--- config.mk ---
export PLATFORM = sky130hd
export DESIGN_NAME = stream_pattern_substitution
export DESIGN_NICKNAME = d
export VERILOG_FILES = /design/src/design/spsub_pkg.sv /design/src/design/spsub_cfg.sv /design/src/design/spsub_front.sv /design/src/design/spsub_queue.sv /design/src/design/spsub_back.sv /design/src/design/stream_pattern_substitution.sv
export VERILOG_INCLUDE_DIRS = /design/src /design/src/design
export SDC_FILE = /design/constraint.sdc
export NUM_CORES = 1
export LEC_CHECK = 0
export CORE_ASPECT_RATIO = 1.4
export CORE_MARGIN = 2
export CORE_UTILIZATION = 45
export CTS_CLUSTER_DIAMETER = 50
export DETAILED_ROUTE_END_ITERATION = 7
export DONT_BUFFER_PORTS = 1
export PLACE_DENSITY_LB_ADDON = 0.05
export SLEW_MARGIN = 20
export SYNTH_ARGS = -nofsm -noshare
export SYNTH_HDL_FRONTEND = slang
export SYNTH_HIERARCHICAL = 1
export SYNTH_SLANG_ARGS = --single-unit
--- constraint.sdc ---
create_clock -name clk -period 5.7 [get_ports clk]
set_input_delay 0.855 -clock clk [delete_from_list [all_inputs] [get_ports clk]]
set_output_delay 0.855 -clock clk [all_outputs]
set_load 0.05 [all_outputs]
--- src/design/stream_pattern_substitution_assert.svh ---
// Assertion helpers shared by the block's modules.
// Each expects signals named clk and rst in the module that uses it.
`ifndef STREAM_PATTERN_SUBSTITUTION_ASSERT_SVH
`define STREAM_PATTERN_SUBSTITUTION_ASSERT_SVH

// Same-cycle implication.
`define SPSUB_ASSERT_NOW(label, ante, cons) \
  label: assert property (@(posedge clk) disable iff (rst) (ante) |-> (cons)) \
    else $error("spsub: same-cycle check failed");

// Next-cycle implication.
`define SPSUB_ASSERT_NEXT(label, ante, cons) \
  label: assert property (@(posedge clk) disable iff (rst) (ante) |=> (cons)) \
    else $error("spsub: next-cycle check failed");

`endif

--- src/design/spsub_pkg.sv ---
package spsub_pkg;

  localparam int BYTE_CAP            = 16;
  localparam int DEFAULT_MAX_PATTERN = 16;
  localparam int DEFAULT_QUEUE_DEPTH = 4;
  localparam int CFG_INDEX_W         = 3;
  localparam int CFG_DATA_W          = 64;
  localparam int LEN_W               = 5;

  localparam logic [CFG_INDEX_W-1:0] REG_PATTERN_LOW     = 3'd0;
  localparam logic [CFG_INDEX_W-1:0] REG_PATTERN_HIGH    = 3'd1;
  localparam logic [CFG_INDEX_W-1:0] REG_PATTERN_LENGTH  = 3'd2;
  localparam logic [CFG_INDEX_W-1:0] REG_SUBSTITUTE_LOW  = 3'd3;
  localparam logic [CFG_INDEX_W-1:0] REG_SUBSTITUTE_HIGH = 3'd4;
  localparam logic [CFG_INDEX_W-1:0] REG_SUBSTITUTE_LEN  = 3'd5;

  // "^connected\r\n" -> "^done\r\n"
  localparam logic [63:0]      RST_PATTERN_LOW     = 64'd8386658456067597150;
  localparam logic [63:0]      RST_PATTERN_HIGH    = 64'd168649829;
  localparam logic [LEN_W-1:0] RST_PATTERN_LENGTH  = 5'd12;
  localparam logic [63:0]      RST_SUBSTITUTE_LOW  = 64'd2829479062758494;
  localparam logic [63:0]      RST_SUBSTITUTE_HIGH = 64'd0;
  localparam logic [LEN_W-1:0] RST_SUBSTITUTE_LEN  = 5'd7;

  // Effective configuration seen by the matcher and the emitter.
  typedef struct packed {
    logic [127:0]     pattern;
    logic [127:0]     subst;
    logic [LEN_W-1:0] pat_len;
    logic [LEN_W-1:0] sub_len;
  } cfg_t;

  typedef enum logic [1:0] {
    TAIL_NONE,
    TAIL_BYTE,
    TAIL_SUB
  } tail_kind_t;

  // Emit command: pattern prefix of prefix bytes, then the tail.
  typedef struct packed {
    logic [3:0] prefix;
    tail_kind_t tail;
    logic [7:0] tail_byte;
  } cmd_t;

  function automatic logic [7:0] byte_at(logic [127:0] bytes, logic [3:0] idx);
    return bytes[{idx, 3'b000} +: 8];
  endfunction

endpackage

--- src/design/spsub_cfg.sv ---
module spsub_cfg #(
  parameter int MAX_PATTERN = spsub_pkg::DEFAULT_MAX_PATTERN
) (
  input  logic                                clk,
  input  logic                                rst,
  input  logic                                cfg_valid,
  output logic                                cfg_ready,
  input  logic [spsub_pkg::CFG_INDEX_W-1:0]   cfg_index,
  input  logic [spsub_pkg::CFG_DATA_W-1:0]    cfg_data,
  output spsub_pkg::cfg_t                     cfg,
  output logic                                pattern_wr
);

  localparam int CAP = (MAX_PATTERN < spsub_pkg::BYTE_CAP) ? MAX_PATTERN
                                                           : spsub_pkg::BYTE_CAP;

  logic [63:0]                   pattern_low;
  logic [63:0]                   pattern_high;
  logic [spsub_pkg::LEN_W-1:0]   pattern_length;
  logic [63:0]                   substitute_low;
  logic [63:0]                   substitute_high;
  logic [spsub_pkg::LEN_W-1:0]   substitute_length;
  logic                          wr;

  assign cfg_ready = 1'b1;
  assign wr        = cfg_valid && cfg_ready;

  always_ff @(posedge clk) begin
    if (rst) begin
      pattern_low       <= spsub_pkg::RST_PATTERN_LOW;
      pattern_high      <= spsub_pkg::RST_PATTERN_HIGH;
      pattern_length    <= spsub_pkg::RST_PATTERN_LENGTH;
      substitute_low    <= spsub_pkg::RST_SUBSTITUTE_LOW;
      substitute_high   <= spsub_pkg::RST_SUBSTITUTE_HIGH;
      substitute_length <= spsub_pkg::RST_SUBSTITUTE_LEN;
    end else if (wr) begin
      case (cfg_index)
        spsub_pkg::REG_PATTERN_LOW:     pattern_low       <= cfg_data;
        spsub_pkg::REG_PATTERN_HIGH:    pattern_high      <= cfg_data;
        spsub_pkg::REG_PATTERN_LENGTH:  pattern_length    <= cfg_data[spsub_pkg::LEN_W-1:0];
        spsub_pkg::REG_SUBSTITUTE_LOW:  substitute_low    <= cfg_data;
        spsub_pkg::REG_SUBSTITUTE_HIGH: substitute_high   <= cfg_data;
        spsub_pkg::REG_SUBSTITUTE_LEN:  substitute_length <= cfg_data[spsub_pkg::LEN_W-1:0];
        default: ;
      endcase
    end
  end

  // Any pattern write drops a held prefix.
  assign pattern_wr = wr && (cfg_index == spsub_pkg::REG_PATTERN_LOW ||
                             cfg_index == spsub_pkg::REG_PATTERN_HIGH ||
                             cfg_index == spsub_pkg::REG_PATTERN_LENGTH);

  always_comb begin
    cfg.pattern = {pattern_high, pattern_low};
    cfg.subst   = {substitute_high, substitute_low};
    if (pattern_length == '0)
      cfg.pat_len = spsub_pkg::LEN_W'(1);
    else if (pattern_length > spsub_pkg::LEN_W'(CAP))
      cfg.pat_len = spsub_pkg::LEN_W'(CAP);
    else
      cfg.pat_len = pattern_length;
    if (substitute_length > spsub_pkg::LEN_W'(spsub_pkg::BYTE_CAP))
      cfg.sub_len = spsub_pkg::LEN_W'(spsub_pkg::BYTE_CAP);
    else
      cfg.sub_len = substitute_length;
  end

endmodule

--- src/design/spsub_front.sv ---
module spsub_front (
  input  logic            clk,
  input  logic            rst,
  input  logic            s_tvalid,
  output logic            s_tready,
  input  logic [7:0]      s_tdata,   // [7:0] data_byte
  input  logic            s_tuser,   // [0] end_of_stream
  input  spsub_pkg::cfg_t cfg,
  input  logic            pattern_wr,
  input  logic            q_full,
  output logic            push,
  output spsub_pkg::cmd_t push_cmd
);

  logic [spsub_pkg::LEN_W-1:0] matched;
  logic [spsub_pkg::LEN_W-1:0] matched_next;
  logic [spsub_pkg::LEN_W-1:0] cur;
  logic [spsub_pkg::LEN_W-1:0] cur_inc;
  logic                        accept;
  logic                        want_push;

  assign s_tready = !q_full;
  assign accept   = s_tvalid && s_tready;

  always_comb begin
    cur     = (matched >= cfg.pat_len) ? '0 : matched;
    cur_inc = cur + spsub_pkg::LEN_W'(1);
    matched_next       = '0;
    want_push          = 1'b0;
    push_cmd.prefix    = cur[3:0];
    push_cmd.tail      = spsub_pkg::TAIL_NONE;
    push_cmd.tail_byte = s_tdata;
    if (s_tuser) begin
      want_push = (cur != '0);
    end else if (s_tdata == spsub_pkg::byte_at(cfg.pattern, cur[3:0])) begin
      if (cur_inc >= cfg.pat_len) begin
        push_cmd.prefix = '0;
        push_cmd.tail   = spsub_pkg::TAIL_SUB;
        want_push       = (cfg.sub_len != '0);
      end else begin
        matched_next = cur_inc;
      end
    end else if (cur != '0) begin
      // naive restart: flush prefix, then test against the first byte only
      want_push = 1'b1;
      if (s_tdata == spsub_pkg::byte_at(cfg.pattern, 4'd0)) begin
        if (cfg.pat_len == spsub_pkg::LEN_W'(1))
          push_cmd.tail = spsub_pkg::TAIL_SUB;
        else
          matched_next = spsub_pkg::LEN_W'(1);
      end else begin
        push_cmd.tail = spsub_pkg::TAIL_BYTE;
      end
    end else begin
      push_cmd.prefix = '0;
      push_cmd.tail   = spsub_pkg::TAIL_BYTE;
      want_push       = 1'b1;
    end
  end

  assign push = accept && want_push;

  always_ff @(posedge clk) begin
    if (rst) begin
      matched <= '0;
    end else if (pattern_wr) begin
      matched <= '0;
    end else if (accept) begin
      matched <= matched_next;
    end
  end

endmodule

--- src/design/spsub_queue.sv ---
module spsub_queue #(
  parameter int DEPTH = spsub_pkg::DEFAULT_QUEUE_DEPTH
) (
  input  logic            clk,
  input  logic            rst,
  input  logic            push,
  input  spsub_pkg::cmd_t push_cmd,
  output logic            full,
  input  logic            pop,
  output logic            head_valid,
  output spsub_pkg::cmd_t head
);

  localparam int PTR_W = (DEPTH > 1) ? $clog2(DEPTH) : 1;
  localparam int CNT_W = $clog2(DEPTH + 1);

  spsub_pkg::cmd_t  slots [DEPTH];
  logic [PTR_W-1:0] wr_ptr;
  logic [PTR_W-1:0] rd_ptr;
  logic [CNT_W-1:0] count;

  assign full       = (count == CNT_W'(DEPTH));
  assign head_valid = (count != '0);
  assign head       = slots[rd_ptr];

  always_ff @(posedge clk) begin
    if (push)
      slots[wr_ptr] <= push_cmd;
  end

  always_ff @(posedge clk) begin
    if (rst) begin
      wr_ptr <= '0;
      rd_ptr <= '0;
      count  <= '0;
    end else begin
      if (push)
        wr_ptr <= (wr_ptr == PTR_W'(DEPTH - 1)) ? '0 : wr_ptr + PTR_W'(1);
      if (pop)
        rd_ptr <= (rd_ptr == PTR_W'(DEPTH - 1)) ? '0 : rd_ptr + PTR_W'(1);
      if (push && !pop)
        count <= count + CNT_W'(1);
      else if (pop && !push)
        count <= count - CNT_W'(1);
    end
  end

endmodule

--- src/design/spsub_back.sv ---
`include "stream_pattern_substitution_assert.svh"

module spsub_back (
  input  logic            clk,
  input  logic            rst,
  input  spsub_pkg::cfg_t cfg,
  input  logic            head_valid,
  input  spsub_pkg::cmd_t head,
  output logic            pop,
  output logic            m_tvalid,
  input  logic            m_tready,
  output logic [7:0]      m_tdata,   // [7:0] out_byte
  output logic            m_tlast    // last_of_run
);

  logic [spsub_pkg::LEN_W-1:0] pos;
  logic [spsub_pkg::LEN_W-1:0] tail_len;
  logic [spsub_pkg::LEN_W-1:0] total;
  logic [spsub_pkg::LEN_W-1:0] prefix_ext;
  logic [spsub_pkg::LEN_W-1:0] sub_idx;
  logic [7:0]                  byte_out;
  logic                        is_last;
  logic                        slot_free;
  logic                        emit;

  always_comb begin
    prefix_ext = {1'b0, head.prefix};
    case (head.tail)
      spsub_pkg::TAIL_NONE: tail_len = '0;
      spsub_pkg::TAIL_BYTE: tail_len = spsub_pkg::LEN_W'(1);
      spsub_pkg::TAIL_SUB:  tail_len = cfg.sub_len;
      default:              tail_len = '0;
    endcase
    total   = prefix_ext + tail_len;
    sub_idx = pos - prefix_ext;
    if (pos < prefix_ext)
      byte_out = spsub_pkg::byte_at(cfg.pattern, pos[3:0]);
    else if (head.tail == spsub_pkg::TAIL_BYTE)
      byte_out = head.tail_byte;
    else
      byte_out = spsub_pkg::byte_at(cfg.subst, sub_idx[3:0]);
    is_last = (pos == total - spsub_pkg::LEN_W'(1));
  end

  // Output register advances whenever it is empty or being drained.
  assign slot_free = !m_tvalid || m_tready;
  assign emit      = head_valid && slot_free;
  assign pop       = emit && is_last;

  always_ff @(posedge clk) begin
    if (rst) begin
      m_tvalid <= 1'b0;
      pos      <= '0;
    end else begin
      if (slot_free)
        m_tvalid <= head_valid;
      if (emit)
        pos <= is_last ? '0 : pos + spsub_pkg::LEN_W'(1);
    end
  end

  always_ff @(posedge clk) begin
    if (emit) begin
      m_tdata <= byte_out;
      m_tlast <= is_last;
    end
  end

  `SPSUB_ASSERT_NOW(a_no_empty_cmd, head_valid, total != '0)
  `SPSUB_ASSERT_NOW(a_pos_in_range, head_valid, pos < total)
  `SPSUB_ASSERT_NOW(a_idle_pos_zero, !head_valid, pos == '0)
  `SPSUB_ASSERT_NEXT(a_pop_marks_last, pop, m_tvalid && m_tlast)

endmodule

--- src/design/stream_pattern_substitution.sv ---
// Streaming find-and-replace on a byte stream.
// Input stream (s_*): one byte per transaction in s_tdata; s_tuser set marks
// end of stream, which flushes a held partial match and ignores the byte.
// Output stream (m_*): filtered bytes in m_tdata; m_tlast is set on the last
// byte produced by one input transaction. Inputs that yield nothing (a byte
// held as a match prefix, an empty replacement) produce no output.
// Config port (cfg_*): cfg_index selects pattern_low, pattern_high,
// pattern_length, substitute_low, substitute_high, substitute_length
// (0 to 5); other indexes are ignored. cfg_ready is always high. Write only
// while the stream is idle; a pattern write drops any held prefix.
// An accepted input is registered in the command queue, then its first
// output byte in the output register. Intake takes one byte per cycle; the
// emitter produces one output byte per cycle while the receiver accepts.
// A command queue of QUEUE_DEPTH entries decouples the two; intake stalls
// only when it fills. A stalled receiver holds the output register, then
// the queue, then s_tready. Reset loads the default pattern and replacement
// and empties the matcher, queue and output register.
module stream_pattern_substitution #(
  parameter int MAX_PATTERN = spsub_pkg::DEFAULT_MAX_PATTERN,
  parameter int QUEUE_DEPTH = spsub_pkg::DEFAULT_QUEUE_DEPTH
) (
  input  logic                              clk,
  input  logic                              rst,
  input  logic                              s_tvalid,
  output logic                              s_tready,
  input  logic [7:0]                        s_tdata,   // [7:0] data_byte
  input  logic                              s_tuser,   // [0] end_of_stream
  output logic                              m_tvalid,
  input  logic                              m_tready,
  output logic [7:0]                        m_tdata,   // [7:0] out_byte
  output logic                              m_tlast,
  input  logic                              cfg_valid,
  output logic                              cfg_ready,
  input  logic [spsub_pkg::CFG_INDEX_W-1:0] cfg_index,
  input  logic [spsub_pkg::CFG_DATA_W-1:0]  cfg_data
);

  spsub_pkg::cfg_t cfg;
  spsub_pkg::cmd_t push_cmd;
  spsub_pkg::cmd_t head;
  logic            pattern_wr;
  logic            push;
  logic            q_full;
  logic            head_valid;
  logic            pop;

  spsub_cfg #(
    .MAX_PATTERN(MAX_PATTERN)
  ) u_cfg (
    .clk        (clk),
    .rst        (rst),
    .cfg_valid  (cfg_valid),
    .cfg_ready  (cfg_ready),
    .cfg_index  (cfg_index),
    .cfg_data   (cfg_data),
    .cfg        (cfg),
    .pattern_wr (pattern_wr)
  );

  spsub_front u_front (
    .clk        (clk),
    .rst        (rst),
    .s_tvalid   (s_tvalid),
    .s_tready   (s_tready),
    .s_tdata    (s_tdata),
    .s_tuser    (s_tuser),
    .cfg        (cfg),
    .pattern_wr (pattern_wr),
    .q_full     (q_full),
    .push       (push),
    .push_cmd   (push_cmd)
  );

  spsub_queue #(
    .DEPTH(QUEUE_DEPTH)
  ) u_queue (
    .clk        (clk),
    .rst        (rst),
    .push       (push),
    .push_cmd   (push_cmd),
    .full       (q_full),
    .pop        (pop),
    .head_valid (head_valid),
    .head       (head)
  );

  spsub_back u_back (
    .clk        (clk),
    .rst        (rst),
    .cfg        (cfg),
    .head_valid (head_valid),
    .head       (head),
    .pop        (pop),
    .m_tvalid   (m_tvalid),
    .m_tready   (m_tready),
    .m_tdata    (m_tdata),
    .m_tlast    (m_tlast)
  );

endmodule
Yosys cells after proc, flatten, opt, wreduce, memory -nomap -nowiden
Memories as Yosys holds them, arrays and structs flattened. A register that Yosys moved wholly into a read port is not among the register bits.
Cells that the tools add are included.

word-level totals
  flip-flop bits (word level) = 293
  logic and storage cells = 105
  input bits = 81
  RAM bits = 56
  output and inout port bits = 12
  memories = 1

memory list
  memory         depth  bits a word  rd ports  clocked after Yosys merged registers in  wr ports  RTL line           source
  u_queue.slots  4      14           1         1                                        1         spsub_queue.sv:17  spsub_pkg::cmd_t slots [DEPTH];

cells by class
  reduce and logical (&&, ||, !) cells = 27
  add/sub/neg operators = 9
  eq/ne operators = 14
  shift operators = 3
  mux-type cells = 32
  $lt $le $gt $ge = 5

operators by type and width
  operator             count
  $shiftx 128x8->8     3
  $mux 5               10
  $mux 6               3
  $eq 8x8->1           2
  $mux 8               2
  $mux 2               7
  $reduce_and 2->1     6
  $add 5x1->5 const B  2
  $ge 5x5->1           2
  $gt 5x5->1 const B   2
  $pmux 5 s2           1
  $reduce_bool 5->1    2
  $eq 3x3->1 const B   3
  $logic_and 1x1->1    7
  $eq 2x2->1 const B   3
  $eq 3x2->1 const B   2
  $mux 1               6
  $mux 3               2
  $add 4x5->5          1
  $eq 5x1->1 const B   1
  $eq 5x5->1           1
  $logic_not 5->1      1
  $lt 5x4->1           1
  $sub 5x1->5 const B  1
  other kinds (13)     19

Longest topological paths before layout
  depth in word-level cells = 15
  depth in mapped cells = 27

By module
The synthesis kept the hierarchy.

modules (own cells, without submodules)
  module       seq. area each (sq um)  cells an instance  times used  area each (sq um)
  spsub_cfg    5,325.1                 1,006              1           10,605.2
  spsub_back   390.4                   244                1           3,359.5
  spsub_front  100.1                   334                1           2,565.0
  spsub_queue  1,861.8                 117                1           2,489.9

Worst setup path after synthesis
Ideal clock, no wire load.

  kind = reg2reg
  from = register u_cfg/pattern_length[1] in the netlist's numbering
  to = register u_queue.count[2]
  arrival time = 4,575 ps
  slack = 1,055 ps
  required time = 5,630 ps
  clock period less this slack = 4,645 ps
  setup time = 70 ps
  stages on the path, launching flop included = 26
  cell sequence = dfxtp_1 > or3_1 > a21oi_1 > ha_1 > nor2b_4 > o21ai_4 > a21oi_4 > buf_2 > nand2_1 > inv_1 > ha_1 > ha_1 > a21oi_1 > nor2b_1 > o21ai_0 > nand2b_1 > a21oi_1 > a21oi_1 > nor2_1 > a21oi_1 > ha_1 > inv_1 > fa_1 > xor2_1 > or3_1 > a21oi_1

RTL lines
  what                      RTL line           source
  start: declaration        spsub_cfg.sv:19    logic [spsub_pkg::LEN_W-1:0] pattern_length;
  start signal: assignment  spsub_cfg.sv:32    pattern_length <= spsub_pkg::RST_PATTERN_LENGTH;
  start signal: assignment  spsub_cfg.sv:40    spsub_pkg::REG_PATTERN_LENGTH: pattern_length <= cfg_data[spsub_pkg::LEN_W-1:0];
  end signal: assignment    spsub_queue.sv:42  count <= count + CNT_W'(1);
  end signal: assignment    spsub_queue.sv:44  count <= count - CNT_W'(1);
  end: declaration          spsub_queue.sv:20  logic [CNT_W-1:0] count;

==> results.yml <==
route:
  postRouteAntennaNets: 0
  viasPerCell: 5.77
  drt_pass1_iterations: 5
  wl_per_cell_um: 25.7
  via_count: 12744
  wl_um: 56700
  post-route-drc-count: 0
  drt_iter0_drc: 864
synthesis:
  ys_async_sr_fraction_pct: 0
  synth.mux.area_fraction_pct: 28.3
  synth-compound-area-share_pct: 5.49
  synth_top_family_by_area: "multiplexers"
  yosysSeqAreaShare_pct: 40.4
  synth_area_per_cell_um2: 11.2
  synth_adder_area_share_pct: 2.42
  synth_xor_area_share_pct: 1.85
  synth_area_mm2: 0.0190
  syn_nets: 1817
  synth_flop_cell: "dfxtp_1"
  yosys.area_share.simple_pct: 16.0
  syn_inst: 1701
  synth_cell_types: 84
  synth-edff-count: 65
  ys_seq_elements: 351
  yosys_warnings: 6
place:
  portBuffers: 0
  dpl.hpwl_um: 40200
  place_congestion: 0.936
floorplan:
  die_h_um: 247
  die_area_mm2: 0.0439
  rows: 89
  start_util_pct: 45.3
  dieWidth_um: 178
  io_pins: 93
  core-area_mm2: 0.0420
power_and_ir_drop:
  ir_drop_uv: 230
  power.density_mw_per_mm2: 328
  p_leak_nw: 8.04
timing:
  tightest_slew_ns: 1.11
  finalCriticalPeriod_ns: 5.16
  holdWs_ns: 0.389
  finalHoldViolCount: 0
  setup_tns_ns: 0
  fmax_mhz: 194
  slew_headroom_pct: 26.1
  setup_viol: 0
  clock_skew_ns: 0.0203
  min_period_over_period_pct: 90.6
  rsz0062_at_grt: "no"
  slew_violations: 0
cts:
  cts-resized-gates: 0
  cts_inserted_buffers: 41
  cts.sink_count: 351
  htreeDepth: 2
  postCtsSetupBuffers: 0
  clk_latency_ns: 0.55
  cts_root_buffer: "clkbuf_16"
  cts_hold_buffers: 0
  ctsLongestPathBuffers: 3
  clkTransAtPathRegs_ns: 0.06
  cts_tree: "yes"
worst_setup_path:
  cp-start-kind: "flop"
  cp.arrival_ns: 5.63
  critical_path_class: "reg -> reg"
  worst-path-max-fanout: 15
  end_kind: "flop"
  crit_required_ns: 6.17
layout:
  finalCoreUtilization_pct: 48.7
  num-nets-final: 1747
  drive_above_1_share_pct: 12.2
  area_growth_pct: 7.45
  num_antenna_cells: 0
global_route:
  grt_pass1_vias: 12936
  antenna_found_initial: 0
  grt_pass1_wl_um: 84300
  grt_util_all_layers_pct: 26.0
  grt_max_degree: 385
  overflow: 0
outcome:
  run_status: "finished, final reports clean"
worst_hold_path:
  hp-class: "in -> reg"
flow_run:
  cap_violations: 0
[metrics by stage]
| stage | instances | setup slack, ns | total power [mW] | area, µm² |
|---|---|---|---|---|
| after floorplan | 1701 | 1.05 | 3.76 | 19000 |
| after global placement | 2134 | 0.663 | 4.10 | 19100 |
| after detailed placement | 2134 | 0.533 | 4.11 | 19100 |
| after CTS | 2208 | 0.529 | 6.78 | 20400 |
| after global routing | 2208 | 0.121 | 6.92 | 20400 |
| final | 2208 | 0.536 | 6.70 | 20400 |
[sequential cells by signal (all words and copies together), names as in the netlist, named ones only]
name and flops:
u_cfg/pattern_high 64, u_cfg/pattern_low 64, u_cfg/substitute_high 64, u_cfg/substitute_low 64, u_queue/slots 56, u_back/m_tdata 8
u_back/pos 5, u_cfg/pattern_length 5, u_cfg/substitute_length 5, u_front/matched 5, u_queue/count 3, u_queue/rd_ptr 2
u_queue/wr_ptr 2, u_back/m_tlast 1, u_back/m_tvalid 1
[worst max-delay path, stage by stage, from the launching register on]
cell     delay (ns)
dfxtp_1        0.32
or3_1          0.37
a21oi_1        0.35
ha_1           0.24
nor2b_4        0.06
o21a_1         0.24
o21ai_2        0.62
o22ai_1        0.22
a22o_1         0.23
o32ai_1        0.22
nor3_1         0.11
o31a_2         0.34
a21oi_1        0.45
ha_1           0.27
inv_1          0.06
fa_1           0.38
xor2_1         0.16
or3_1          0.30
a21oi_1        0.15
[routing by layer]
layer / wire (µm) / track usage [%] / share of wire [%]
met5: 0 / 0 / 0
met4: 2460 / 10.6 / 4.3
met3: 2390 / 4.12 / 4.2
met2: 27800 / 44.4 / 49
met1: 24100 / 32.7 / 42
[synth_stat cells, drive strengths merged (8+ instances only)]
| library cell | number | area, µm² |
|---|---|---|
| mux2i | 301 | 3010 |
| dfxtp | 286 | 5730 |
| nand2b | 261 | 1630 |
| nor2 | 150 | 563 |
| mux4 | 92 | 2170 |
| buf | 83 | 681 |
| edfxtp | 65 | 1950 |
| clkbuf | 53 | 199 |
| inv | 46 | 173 |
| nand2 | 34 | 130 |
| ha | 32 | 400 |
| xor2 | 23 | 220 |
| a21oi | 22 | 125 |
| nor2b | 21 | 139 |
| nor3 | 20 | 140 |
| mux2 | 17 | 191 |
| o21ai | 16 | 95.1 |
| xnor2 | 15 | 131 |
| o211ai | 14 | 105 |
| and2 | 9 | 56.3 |
| nand3 | 9 | 45.0 |
| a211oi | 8 | 72.6 |
| a41oi | 8 | 70.1 |
| o22ai | 8 | 50.1 |
| or4 | 8 | 60.1 |
[final cells by class]
cell class | instances | area (µm²)
fill | 3830 | 21500
tap | 546 | 683
clock inverter | 15 | 176
clock buffer | 59 | 1170
multi-input combinational | 1167 | 10300
timing repair buffer | 24 | 205
inverter | 46 | 173
sequential | 351 | 7680
[final timing paths]
path | startpoint | endpoint | slack (ns) | depth (start not counted)
worst max register to register | u_cfg/pattern_length[1] | u_queue/count[2] | 0.54 | 18
worst max-delay path | u_cfg/pattern_length[1] | u_queue/count[2] | 0.54 | 18
worst min-delay path | rst | u_back/m_tvalid | 0.39 | 1
worst min register to register | u_cfg/substitute_high[16] | u_cfg/substitute_high[16] | 0.47 | 2
[logic make-up (layout without fill, tap and decap cells)]
family / count (synthesis) / after routing
XOR/XNOR: 38 / 38
other: 1 / 1
flip-flops: 351 / 351
multiplexers: 410 / 410
AND/OR/NAND/NOR: 546 / 546
AO/OA/AOI/OAI: 137 / 137
adder cells (fa/ha/maj): 35 / 35
buffers and inverters: 183 / 144
[where the power goes]
part	internal, mW	total (mW)	switching [mW]
Clock	1.58	2.66	1.08
Combinational	0.562	1.29	0.729
Sequential	2.63	2.75	0.127
[cells in the final DEF, fill, tap and decap left out, types with 13 or more instances in the layout]
cell and instances:
o211ai_1 14, o21ai_0 13, mux4_2 66, nand2_1 33, nor2_1 150, mux4_1 26, xor2_1 22, mux2_2 17
nand2b_1 261, dfxtp_1 282, ha_1 31, edfxtp_1 65, buf_4 22, nor2b_1 20, inv_1 46, xnor2_1 15
mux2i_1 301, clkbuf_16 42, a21oi_1 20
No activity file was read; power rests on OpenSTA's default activity.
